$ cat src/rtl/drpk_pkg.sv
// Shared types and constants of the DER RSA public key extractor.
package drpk_pkg;

  localparam int POS_W    = 9;
  localparam int STATUS_W = 3;
  localparam int PAD_W    = 4;

  localparam logic [7:0] TAG_SEQUENCE   = 8'h30;
  localparam logic [7:0] TAG_BIT_STRING = 8'h03;
  localparam logic [7:0] TAG_INTEGER    = 8'h02;
  localparam logic [7:0] BYTE_ZERO      = 8'h00;
  localparam logic [7:0] LEN_LONG_FLAG  = 8'h80;
  localparam logic [7:0] LEN_LONG_MAX   = 8'h84;

  typedef enum logic [4:0] {
    PH_OUTER_TAG, PH_OUTER_LEN, PH_ALGO_TAG, PH_ALGO_LEN, PH_ALGO_SKIP,
    PH_BIT_TAG, PH_BIT_LEN, PH_UNUSED, PH_KEY_TAG, PH_KEY_LEN,
    PH_N_TAG, PH_N_LEN, PH_N_FIRST, PH_N_BODY, PH_E_TAG, PH_E_LEN, PH_E_BODY
  } phase_t;

  typedef enum logic [STATUS_W-1:0] {
    ST_OK        = 3'd0,
    ST_BAD_TAG   = 3'd1,
    ST_BAD_LEN   = 3'd2,
    ST_BAD_MOD   = 3'd3,
    ST_BAD_EXP   = 3'd4,
    ST_TRUNCATED = 3'd5
  } status_t;

  typedef enum logic {
    KIND_KEY    = 1'b0,
    KIND_STATUS = 1'b1
  } kind_t;

  // Results caused by one byte: an optional key byte, a run of zero pad
  // bytes at rising positions, then an optional status, in that order.
  typedef struct packed {
    logic             has_key;
    logic [POS_W-1:0] key_pos;
    logic [7:0]       key_val;
    logic [PAD_W-1:0] pad_cnt;
    logic [POS_W-1:0] pad_pos;
    logic             has_stat;
    status_t          stat;
  } job_t;

endpackage

$ cat src/rtl/der_rsa_pubkey_extractor.sv
// Top level of the streaming DER SubjectPublicKeyInfo RSA key extractor.
//
//   channel  direction  ports                                         handshake
//   in       input      in_data_byte, in_last                         in_valid / in_stall
//   out      output     out_kind, out_position, out_key_byte,         out_valid / out_stall
//                       out_status, out_run_last
//
// A byte is parsed in the cycle of its transfer, and while out_stall is low its results
// are issued one per cycle. Most bytes cause at most one result, so one byte per cycle is
// sustained while out_stall is low; a byte that closes the exponent causes up to nine
// results and holds in_stall high until the result sequencer has issued all but the last.
// Reset is synchronous and active low; it returns the parser to the outer tag.
// out_stall holds the output register and, once a job is pending, the input side too.
module der_rsa_pubkey_extractor #(
  parameter int MODULUS_BYTES  = 256,
  parameter int EXPONENT_BYTES = 8
) (
  input  logic                          clk,
  input  logic                          rst_n,
  input  logic                          in_valid,
  output logic                          in_stall,
  input  logic [7:0]                    in_data_byte,
  input  logic                          in_last,
  output logic                          out_valid,
  input  logic                          out_stall,
  output logic                          out_kind,
  output logic [drpk_pkg::POS_W-1:0]    out_position,
  output logic [7:0]                    out_key_byte,
  output logic [drpk_pkg::STATUS_W-1:0] out_status,
  output logic                          out_run_last
);
  import drpk_pkg::*;

  logic accept;
  logic job_valid;
  logic job_ready;
  job_t job;

  assign in_stall = !job_ready;
  assign accept   = in_valid && job_ready;

  drpk_parser #(
    .MODULUS_BYTES  (MODULUS_BYTES),
    .EXPONENT_BYTES (EXPONENT_BYTES)
  ) u_parser (
    .clk       (clk),
    .rst_n     (rst_n),
    .accept    (accept),
    .data_byte (in_data_byte),
    .last      (in_last),
    .job_valid (job_valid),
    .job       (job)
  );

  drpk_emitter u_emitter (
    .clk          (clk),
    .rst_n        (rst_n),
    .job_valid    (job_valid),
    .job          (job),
    .job_ready    (job_ready),
    .out_valid    (out_valid),
    .out_stall    (out_stall),
    .out_kind     (out_kind),
    .out_position (out_position),
    .out_key_byte (out_key_byte),
    .out_status   (out_status),
    .out_run_last (out_run_last)
  );

endmodule

$ cat src/rtl/drpk_parser.sv
// Byte-wise DER structure parser that turns each transfer that causes a result into a result job.
module drpk_parser #(
  parameter int MODULUS_BYTES  = 256,
  parameter int EXPONENT_BYTES = 8
) (
  input  logic           clk,
  input  logic           rst_n,
  input  logic           accept,
  input  logic [7:0]     data_byte,
  input  logic           last,
  output logic           job_valid,
  output drpk_pkg::job_t job
);
  import drpk_pkg::*;

  localparam int MI_W = $clog2(MODULUS_BYTES + 1);
  localparam int EL_W = $clog2(EXPONENT_BYTES + 1);

  phase_t          phase_r, phase_nxt;
  logic [2:0]      lbl_r, lbl_nxt;
  logic [31:0]     acc_r, acc_nxt;
  logic [30:0]     cr_r, cr_nxt;
  logic [MI_W-1:0] mi_r, mi_nxt;
  logic [EL_W-1:0] el_r, el_nxt;
  logic [EL_W-1:0] ei_r, ei_nxt;
  logic            fin_r, fin_nxt;

  logic            fail_en;
  status_t         fail_code;
  logic            fin_exp_en;
  logic [EL_W-1:0] fin_exp_len;
  logic            len_done;
  logic [31:0]     len_val;
  logic [31:0]     acc_new;
  logic [31:0]     pos_w;
  logic [31:0]     pad_w;
  logic [EL_W-1:0] ei_inc;

  always_comb begin
    phase_nxt   = phase_r;
    lbl_nxt     = lbl_r;
    acc_nxt     = acc_r;
    cr_nxt      = cr_r;
    mi_nxt      = mi_r;
    el_nxt      = el_r;
    ei_nxt      = ei_r;
    fin_nxt     = fin_r;
    fail_en     = 1'b0;
    fail_code   = ST_OK;
    fin_exp_en  = 1'b0;
    fin_exp_len = el_r;
    len_done    = 1'b0;
    len_val     = 32'd0;
    acc_new     = {acc_r[23:0], data_byte};
    pos_w       = 32'd0;
    pad_w       = 32'd0;
    ei_inc      = ei_r + EL_W'(1);
    job         = '0;
    job.stat    = ST_OK;

    if (!fin_r) begin
      unique case (phase_r)
        PH_OUTER_TAG, PH_ALGO_TAG, PH_KEY_TAG, PH_BIT_TAG, PH_N_TAG, PH_E_TAG: begin
          if (data_byte != ((phase_r == PH_BIT_TAG) ? TAG_BIT_STRING :
                            (phase_r == PH_N_TAG || phase_r == PH_E_TAG) ? TAG_INTEGER :
                            TAG_SEQUENCE)) begin
            fail_en   = 1'b1;
            fail_code = ST_BAD_TAG;
          end else begin
            lbl_nxt = 3'd0;
            acc_nxt = 32'd0;
            unique case (phase_r)
              PH_OUTER_TAG: phase_nxt = PH_OUTER_LEN;
              PH_ALGO_TAG:  phase_nxt = PH_ALGO_LEN;
              PH_BIT_TAG:   phase_nxt = PH_BIT_LEN;
              PH_KEY_TAG:   phase_nxt = PH_KEY_LEN;
              PH_N_TAG:     phase_nxt = PH_N_LEN;
              default:      phase_nxt = PH_E_LEN;
            endcase
          end
        end
        PH_OUTER_LEN, PH_ALGO_LEN, PH_BIT_LEN, PH_KEY_LEN, PH_N_LEN, PH_E_LEN: begin
          if (lbl_r == 3'd0) begin
            if (data_byte < LEN_LONG_FLAG) begin
              len_done = 1'b1;
              len_val  = {24'd0, data_byte};
            end else if (data_byte == LEN_LONG_FLAG || data_byte > LEN_LONG_MAX) begin
              fail_en   = 1'b1;
              fail_code = ST_BAD_LEN;
            end else begin
              lbl_nxt = data_byte[2:0];
              acc_nxt = 32'd0;
            end
          end else begin
            acc_nxt = acc_new;
            lbl_nxt = lbl_r - 3'd1;
            if (lbl_r == 3'd1) begin
              if (acc_new[31]) begin
                fail_en   = 1'b1;
                fail_code = ST_BAD_LEN;
              end else begin
                len_done = 1'b1;
                len_val  = acc_new;
              end
            end
          end
          if (len_done) begin
            unique case (phase_r)
              PH_OUTER_LEN: phase_nxt = PH_ALGO_TAG;
              PH_ALGO_LEN: begin
                if (len_val == 32'd0) begin
                  phase_nxt = PH_BIT_TAG;
                end else begin
                  cr_nxt    = len_val[30:0];
                  phase_nxt = PH_ALGO_SKIP;
                end
              end
              PH_BIT_LEN: phase_nxt = PH_UNUSED;
              PH_KEY_LEN: phase_nxt = PH_N_TAG;
              PH_N_LEN: begin
                if (len_val == 32'(MODULUS_BYTES) || len_val == 32'(MODULUS_BYTES + 1)) begin
                  cr_nxt    = len_val[30:0];
                  mi_nxt    = '0;
                  phase_nxt = PH_N_FIRST;
                end else begin
                  fail_en   = 1'b1;
                  fail_code = ST_BAD_MOD;
                end
              end
              default: begin
                if (len_val > 32'(EXPONENT_BYTES)) begin
                  fail_en   = 1'b1;
                  fail_code = ST_BAD_EXP;
                end else begin
                  el_nxt = len_val[EL_W-1:0];
                  ei_nxt = '0;
                  if (len_val == 32'd0) begin
                    fin_exp_en  = 1'b1;
                    fin_exp_len = '0;
                  end else begin
                    phase_nxt = PH_E_BODY;
                  end
                end
              end
            endcase
          end
        end
        PH_ALGO_SKIP: begin
          cr_nxt = cr_r - 31'd1;
          if (cr_r == 31'd1) begin
            phase_nxt = PH_BIT_TAG;
          end
        end
        PH_UNUSED: begin
          if (data_byte != BYTE_ZERO) begin
            fail_en   = 1'b1;
            fail_code = ST_BAD_TAG;
          end else begin
            phase_nxt = PH_KEY_TAG;
          end
        end
        PH_N_FIRST, PH_N_BODY: begin
          if (phase_r == PH_N_FIRST && cr_r == 31'(MODULUS_BYTES + 1)) begin
            if (data_byte != BYTE_ZERO) begin
              fail_en   = 1'b1;
              fail_code = ST_BAD_MOD;
            end else begin
              cr_nxt    = 31'(MODULUS_BYTES);
              phase_nxt = PH_N_BODY;
            end
          end else if (phase_r == PH_N_FIRST && data_byte == BYTE_ZERO) begin
            fail_en   = 1'b1;
            fail_code = ST_BAD_MOD;
          end else begin
            pos_w       = 32'(MODULUS_BYTES) - 32'd1 - 32'(mi_r);
            job.has_key = 1'b1;
            job.key_pos = pos_w[POS_W-1:0];
            job.key_val = data_byte;
            mi_nxt      = mi_r + MI_W'(1);
            cr_nxt      = cr_r - 31'd1;
            phase_nxt   = (cr_r == 31'd1) ? PH_E_TAG : PH_N_BODY;
          end
        end
        default: begin
          pos_w       = 32'(MODULUS_BYTES) + 32'(el_r) - 32'd1 - 32'(ei_r);
          job.has_key = 1'b1;
          job.key_pos = pos_w[POS_W-1:0];
          job.key_val = data_byte;
          ei_nxt      = ei_inc;
          if (ei_inc >= el_r) begin
            fin_exp_en  = 1'b1;
            fin_exp_len = el_r;
          end
        end
      endcase

      if (fail_en) begin
        job.has_stat = 1'b1;
        job.stat     = fail_code;
      end
      if (fin_exp_en) begin
        pad_w        = 32'(EXPONENT_BYTES) - 32'(fin_exp_len);
        job.pad_cnt  = pad_w[PAD_W-1:0];
        pos_w        = 32'(MODULUS_BYTES) + 32'(fin_exp_len);
        job.pad_pos  = pos_w[POS_W-1:0];
        job.has_stat = 1'b1;
        job.stat     = ST_OK;
      end
      fin_nxt = fail_en | fin_exp_en;
      if (last && !fin_nxt) begin
        job.has_stat = 1'b1;
        job.stat     = ST_TRUNCATED;
        fin_nxt      = 1'b1;
      end
    end

    if (last) begin
      phase_nxt = PH_OUTER_TAG;
      lbl_nxt   = 3'd0;
      acc_nxt   = 32'd0;
      cr_nxt    = 31'd0;
      mi_nxt    = '0;
      el_nxt    = '0;
      ei_nxt    = '0;
      fin_nxt   = 1'b0;
    end

    job_valid = accept && (job.has_key || job.pad_cnt != '0 || job.has_stat);
  end

  always_ff @(posedge clk) begin
    if (!rst_n) begin
      phase_r <= PH_OUTER_TAG;
      lbl_r   <= 3'd0;
      acc_r   <= 32'd0;
      cr_r    <= 31'd0;
      mi_r    <= '0;
      el_r    <= '0;
      ei_r    <= '0;
      fin_r   <= 1'b0;
    end else if (accept) begin
      phase_r <= phase_nxt;
      lbl_r   <= lbl_nxt;
      acc_r   <= acc_nxt;
      cr_r    <= cr_nxt;
      mi_r    <= mi_nxt;
      el_r    <= el_nxt;
      ei_r    <= ei_nxt;
      fin_r   <= fin_nxt;
    end
  end

endmodule

$ cat src/rtl/drpk_emitter.sv
// Result sequencer that issues a job's results into the output register, one per cycle unless stalled.
module drpk_emitter (
  input  logic                         clk,
  input  logic                         rst_n,
  input  logic                         job_valid,
  input  drpk_pkg::job_t               job,
  output logic                         job_ready,
  output logic                         out_valid,
  input  logic                         out_stall,
  output logic                         out_kind,
  output logic [drpk_pkg::POS_W-1:0]   out_position,
  output logic [7:0]                   out_key_byte,
  output logic [drpk_pkg::STATUS_W-1:0] out_status,
  output logic                         out_run_last
);
  import drpk_pkg::*;

  job_t             job_r, job_nxt;
  logic             busy;
  logic             is_final;
  logic             out_load;

  logic             out_valid_r, out_valid_nxt;
  kind_t            kind_r, kind_nxt;
  logic [POS_W-1:0] pos_r, pos_nxt;
  logic [7:0]       byte_r, byte_nxt;
  status_t          stat_r, stat_nxt;
  logic             run_last_r, run_last_nxt;

  always_comb begin
    busy     = job_r.has_key || job_r.pad_cnt != '0 || job_r.has_stat;
    is_final = job_r.has_key ? (job_r.pad_cnt == '0 && !job_r.has_stat)
             : (job_r.pad_cnt == '0 || (job_r.pad_cnt == PAD_W'(1) && !job_r.has_stat));
    out_load  = busy && (!out_valid_r || !out_stall);
    job_ready = !busy || (is_final && out_load);

    kind_nxt     = kind_r;
    pos_nxt      = pos_r;
    byte_nxt     = byte_r;
    stat_nxt     = stat_r;
    run_last_nxt = run_last_r;
    job_nxt      = job_r;
    if (out_load) begin
      run_last_nxt = is_final;
      if (job_r.has_key) begin
        kind_nxt        = KIND_KEY;
        pos_nxt         = job_r.key_pos;
        byte_nxt        = job_r.key_val;
        stat_nxt        = ST_OK;
        job_nxt.has_key = 1'b0;
      end else if (job_r.pad_cnt != '0) begin
        kind_nxt        = KIND_KEY;
        pos_nxt         = job_r.pad_pos;
        byte_nxt        = 8'd0;
        stat_nxt        = ST_OK;
        job_nxt.pad_pos = job_r.pad_pos + POS_W'(1);
        job_nxt.pad_cnt = job_r.pad_cnt - PAD_W'(1);
      end else begin
        kind_nxt         = KIND_STATUS;
        pos_nxt          = '0;
        byte_nxt         = 8'd0;
        stat_nxt         = job_r.stat;
        job_nxt.has_stat = 1'b0;
      end
    end
    if (job_valid && job_ready) begin
      job_nxt = job;
    end

    if (out_load) begin
      out_valid_nxt = 1'b1;
    end else if (!out_stall) begin
      out_valid_nxt = 1'b0;
    end else begin
      out_valid_nxt = out_valid_r;
    end
  end

  always_ff @(posedge clk) begin
    job_r.key_pos <= job_nxt.key_pos;
    job_r.key_val <= job_nxt.key_val;
    job_r.pad_pos <= job_nxt.pad_pos;
    job_r.stat    <= job_nxt.stat;
    if (!rst_n) begin
      job_r.has_key  <= 1'b0;
      job_r.pad_cnt  <= '0;
      job_r.has_stat <= 1'b0;
      out_valid_r    <= 1'b0;
    end else begin
      job_r.has_key  <= job_nxt.has_key;
      job_r.pad_cnt  <= job_nxt.pad_cnt;
      job_r.has_stat <= job_nxt.has_stat;
      out_valid_r    <= out_valid_nxt;
    end
  end

  always_ff @(posedge clk) begin
    kind_r        <= kind_nxt;
    pos_r         <= pos_nxt;
    byte_r        <= byte_nxt;
    stat_r        <= stat_nxt;
    run_last_r    <= run_last_nxt;
  end

  assign out_valid    = out_valid_r;
  assign out_kind     = kind_r;
  assign out_position = pos_r;
  assign out_key_byte = byte_r;
  assign out_status   = stat_r;
  assign out_run_last = run_last_r;

  a_status_ends_run: assert property (@(posedge clk) disable iff (!rst_n)
    (out_valid_r && kind_r == KIND_STATUS) |-> run_last_r)
    else $error("status result without run_last");

  a_key_status_ok: assert property (@(posedge clk) disable iff (!rst_n)
    (out_valid_r && kind_r == KIND_KEY) |-> (stat_r == ST_OK))
    else $error("key byte result carries a nonzero status");

  a_pad_bound: assert property (@(posedge clk) disable iff (!rst_n)
    job_r.pad_cnt <= PAD_W'(8))
    else $error("pad count exceeds exponent width");

  a_no_overwrite: assert property (@(posedge clk) disable iff (!rst_n)
    (busy && !out_load) |=> busy)
    else $error("pending job lost without a transfer");

endmodule
$ cat config.mk
export PLATFORM = sky130hd
export DESIGN_NAME = der_rsa_pubkey_extractor
export DESIGN_NICKNAME = d
export VERILOG_FILES = /design/src/rtl/drpk_pkg.sv /design/src/rtl/der_rsa_pubkey_extractor.sv /design/src/rtl/drpk_parser.sv /design/src/rtl/drpk_emitter.sv
export SDC_FILE = /design/constraint.sdc
export NUM_CORES = 1
export LEC_CHECK = 0
export ABC_AREA = 1
export ABC_CLOCK_PERIOD_IN_PS = 3370
export BUFFER_PORTS_ARGS = -buffer_cell sky130_fd_sc_hd__buf_2
export CAP_MARGIN = 5
export CORE_UTILIZATION = 40
export DETAILED_ROUTE_END_ITERATION = 10
export PLACE_DENSITY = 0.58
export SLEW_MARGIN = 20
export SYNTH_ARGS = -nofsm -noshare
export SYNTH_HDL_FRONTEND = slang
export SYNTH_SLANG_ARGS = --single-unit
export TNS_END_PERCENT = 5
$ cat constraint.sdc
create_clock -name clk -period 3.37 [get_ports clk]
set_input_delay 0.674 -clock clk [delete_from_list [all_inputs] [get_ports clk]]
set_output_delay 0.674 -clock clk [all_outputs]
set_load 0.02 [all_outputs]
==> results.md <==
- Die Area: 22,000 um^2
- Post-synth top area cell: dfxtp_1
- Main synth FF type: dfxtp_1
- Status: completed
- Clk slew on worst S/H paths: 0.07 ns
- CTS Buffer Depth: 2
- Post-layout util: ~47%
- Share of cells above drive strength 1: 13.5%
- Fin. Hold Viols: 0
- Fin area: 9930 um^2
- Number of diodes: 0
- CTS tree: done
- Pwr Density: 1060 nW/um^2
- Static Leak: around 4.3 nW
- WP data required: 3.54 ns
- Total of max-cap violations: 0
- CP max-delay cell: dfxtp_1
- Avg Inst Size Synth: 7.29 um^2
- Crit Path Class: reg2reg
- Total wire length: 25.2 mm
- Vias in the first global route: 7,816
- Synth unique cells: 52
- First-pass GRT wire length: 41.1 mm
- WHS Endpoint: u_parser.acc_r[18]
- Drt drc: 0
- Crit path cell chain: inv_1 -> ha_4 -> inv_2 -> nor2_4 -> nor2_1 -> nand2_1 -> nand2_1 -> nor2_2 -> nand2_1 -> nor2_4 -> nand3_4 -> nand2_1 -> ha_1 -> inv_1 -> nand2_1 -> nand2_1 -> o21ai_1 -> nand3_2 -> nand2_4 -> nand2_8 -> inv_2 -> nand2_4
- Cells after Synth: 1,176
- Yosys reg bits: 139
- Synth top cells by count: 198 x nand2_1, 151 x inv_1, 149 x nor2_1, 109 x a21oi_1, 88 x dfxtp_1
- Min-Delay Path Class: reg2reg
- Top-count cell post-synth: nand2_1
- Final Setup Violations: 0
- Final period utilization: 91.0%
- Crit-path leading delay family: simple AND/OR/NAND/NOR gates
- DIE WIDTH: 148 um
- Detailed-route via count: between 8k and 9k
- Clock Skew: ~0.0075 ns
- Worst vdd ir: 0.000377 V
- Top-area cell type share of the netlist area: between 20% and 30%
- Largest net degree at the start of global routing: between 40 and 50
- Fill cell count: 2,080
- Largest cells by area after synthesis: dfxtp_1 21%, edfxtp_1 18%, nand2_1 8.7%, inv_1 6.6%, nor2_1 6.5%
- Hold Crit Start: u_parser.acc_r[18]
- Clock sink count: 139
- Most common cell on crit path: nand2_1
- I/O pin count: 37
- Hold-fix buffers at CTS: 0
- Core ar.: 21,000 um^2
- DP Wirelength: about 19 mm
- Final #Nets: 1,270
- Placed Cells incl. Taps: about 1.5k
- Delay of the slowest critical-path stage: 0.33 ns
- Initial antenna violation count: 0
- Worst Tran Pin Value: 0.572 ns
- Max-slew violations: 0
- Worst endpoint data arrival time: approximately 3.2 ns
- RSZ-0062 raised after global routing: false
- Startpoint types: register
- TritonCTS buffer count: 17
- Layout area overhead: 15.8%
- Worst r2r path cells: 22
- Post-synth EDFFs: 51
- All-layer global routing usage: 23.9%
- Max Fclk: 326 MHz
- Drt via density: 5.41
- Slew headroom: 61.4%
- Fin crit period: 3.07 ns
- Starting Density: between 40% and 50%
- Crit-path max FO: 11
- Grt total ovfl: 0
- Reg-to-reg startpoint: u_parser.lbl_r[0]
- R2r setup slk: 0.30 ns
- Hold depth: 2
- Seq/Total Area, Yosys: 38.4%
- Port Buffers: 36
- Die Ht: between 100 and 150 um
- Wire length per cell: 16.5 um
- Buf/Inv on CP: 4
- Mapped Area: approximately 8600 um^2
- Reg2reg end: u_emitter.job_r[5]
- Final Wtd Congestion: 0.911
- Crit. End Element: register
- Setup_tns: 0 ns
- Detail Route Antenna Nets: 0
- Syn Nets: 1,210
- H-tree depth: 4
- Final Non-Filler Cells: 1,524
- Asr flop ratio synth: 0%
- Synth warn: 0
- Placed Area: 9280 um^2
- Skew-Pair Late Insertion Delay: 0.44 ns
- Crit. path cell count: 22
- # rows: 53
- Root Driver: clkbuf_16
- Drt pass-1 iters: 5
- Initial DRC Count: 675
[worst register-to-register path, stage by stage, from the launching register on]
cell and delay, ns:
dfxtp_1 0.33, inv_1 0.13, ha_4 0.19, inv_2 0.07
nor2_4 0.16, nor2_1 0.09, nand2_1 0.10, nand2_1 0.07
nor2_2 0.15, nand2_1 0.12, nor2_4 0.15, nand3_4 0.14
nand2_1 0.13, ha_1 0.17, inv_1 0.04, nand2_1 0.05
nand2_1 0.06, o21ai_1 0.14, nand3_2 0.10, nand2_4 0.10
nand2_8 0.09, inv_2 0.12, nand2_4 0.11
[state kept, by name, indices dropped and copies added (netlist names)]
signal / flops
u_emitter.job_r: 35
u_emitter.out_run_last: 1
u_parser.cr_r: 31
u_emitter.out_valid: 1
u_parser.fin_r: 1
u_emitter.out_position: 9
u_parser.lbl_r: 3
u_parser.ei_r: 4
u_parser.el_r: 4
u_parser.acc_r: 24
u_emitter.out_key_byte: 8
u_emitter.out_kind: 1
u_emitter.out_status: 3
u_parser.phase_r: 5
u_parser.mi_r: 9
[report_power, final]
group          internal (mW)  leakage (nW)  switching [mW]
clock network           1.04         0.275           0.849
logic                   1.87          2.80            3.76
registers               2.62          1.22           0.371
total                   5.54          4.30            4.98
[cell families after synthesis]
family	Yosys count	synth area share [%]
and+or+nand+nor	514	27.1
AOI/OAI and AO/OA	269	18.9
buffers and inverters	204	9.37
DFF	139	38.4
xor gates and xnor gates	29	2.96
adders and majority gates	21	3.24
[layout by cell type, fill, tap and decap left out, types with 7 or more instances in the layout]
cell type and n:
a211oi_1 44, a21oi_1 109, a31oi_1 16, buf_2 36, buf_4 44, clkbuf_16 17, dfxtp_1 88, edfxtp_1 51
ha_1 18, inv_1 151, inv_2 7, nand2_1 197, nand3_1 74, nand4_1 22, nor2_1 149, nor2_4 7
nor3_1 33, o21ai_0 55, o22ai_1 12, xnor2_1 8, xor2_1 21
[layer usage]
metal	vias to the layer above	global-route usage, %	routed length (um)
met3	43	3.22	1260
met5	-	0	0
met2	257	38.7	11500
met4	0	9.38	548
met1	3831	32.1	11800
li1	4119	-	-
[final cells by class]
cell class	count	area, um^2	area share [%]
clock buffer	17	425	4.29
clock inverter	15	155	1.56
inverter	160	601	6.05
multi-input combinational	834	4530	45.6
sequential	139	3290	33.2
tap	275	344	3.47
timing repair buffer	84	582	5.86
[stage by stage]
stage,power [mW],worst slack (ns),hold slack [ns]
detailed placement,8.47,-0.0135,0.457
global placement,8.48,0.116,0.459
floorplan,6.96,0.297,0.437
global route,11.3,0.00382,0.483
CTS,10.4,0.0835,0.469
finish,10.5,0.303,0.475
[repair_timing]
| item | 4_1_cts | 5_1_grt |
|---|---|---|
| setup endpoints to repair | 9 | 37 |
| resized for setup | 1 | 9 |
| gates cloned | 0 | 1 |
| setup buffers | 1 | 0 |
| pin swaps | 1 | 1 |
[worst max path at each step]
| stage | from | slack, ns | endpoint |
|---|---|---|---|
| 4_1_cts | u_parser.lbl_r[0] | 0.08 | u_emitter.job_r[5] |
| 2_1_floorplan | u_parser.lbl_r[0] | 0.30 | u_emitter.job_r[10] |
| 6_report | u_parser.lbl_r[0] | 0.30 | u_emitter.job_r[5] |
| 3_3_place_gp | u_parser.lbl_r[0] | 0.12 | u_emitter.job_r[4] |
| 3_5_place_dp | u_parser.lbl_r[0] | -0.01 | u_emitter.job_r[4] |
| 5_1_grt | u_parser.lbl_r[1] | 0.004 | u_emitter.job_r[5] |
Note: power is estimated with default switching activity, not from simulation.
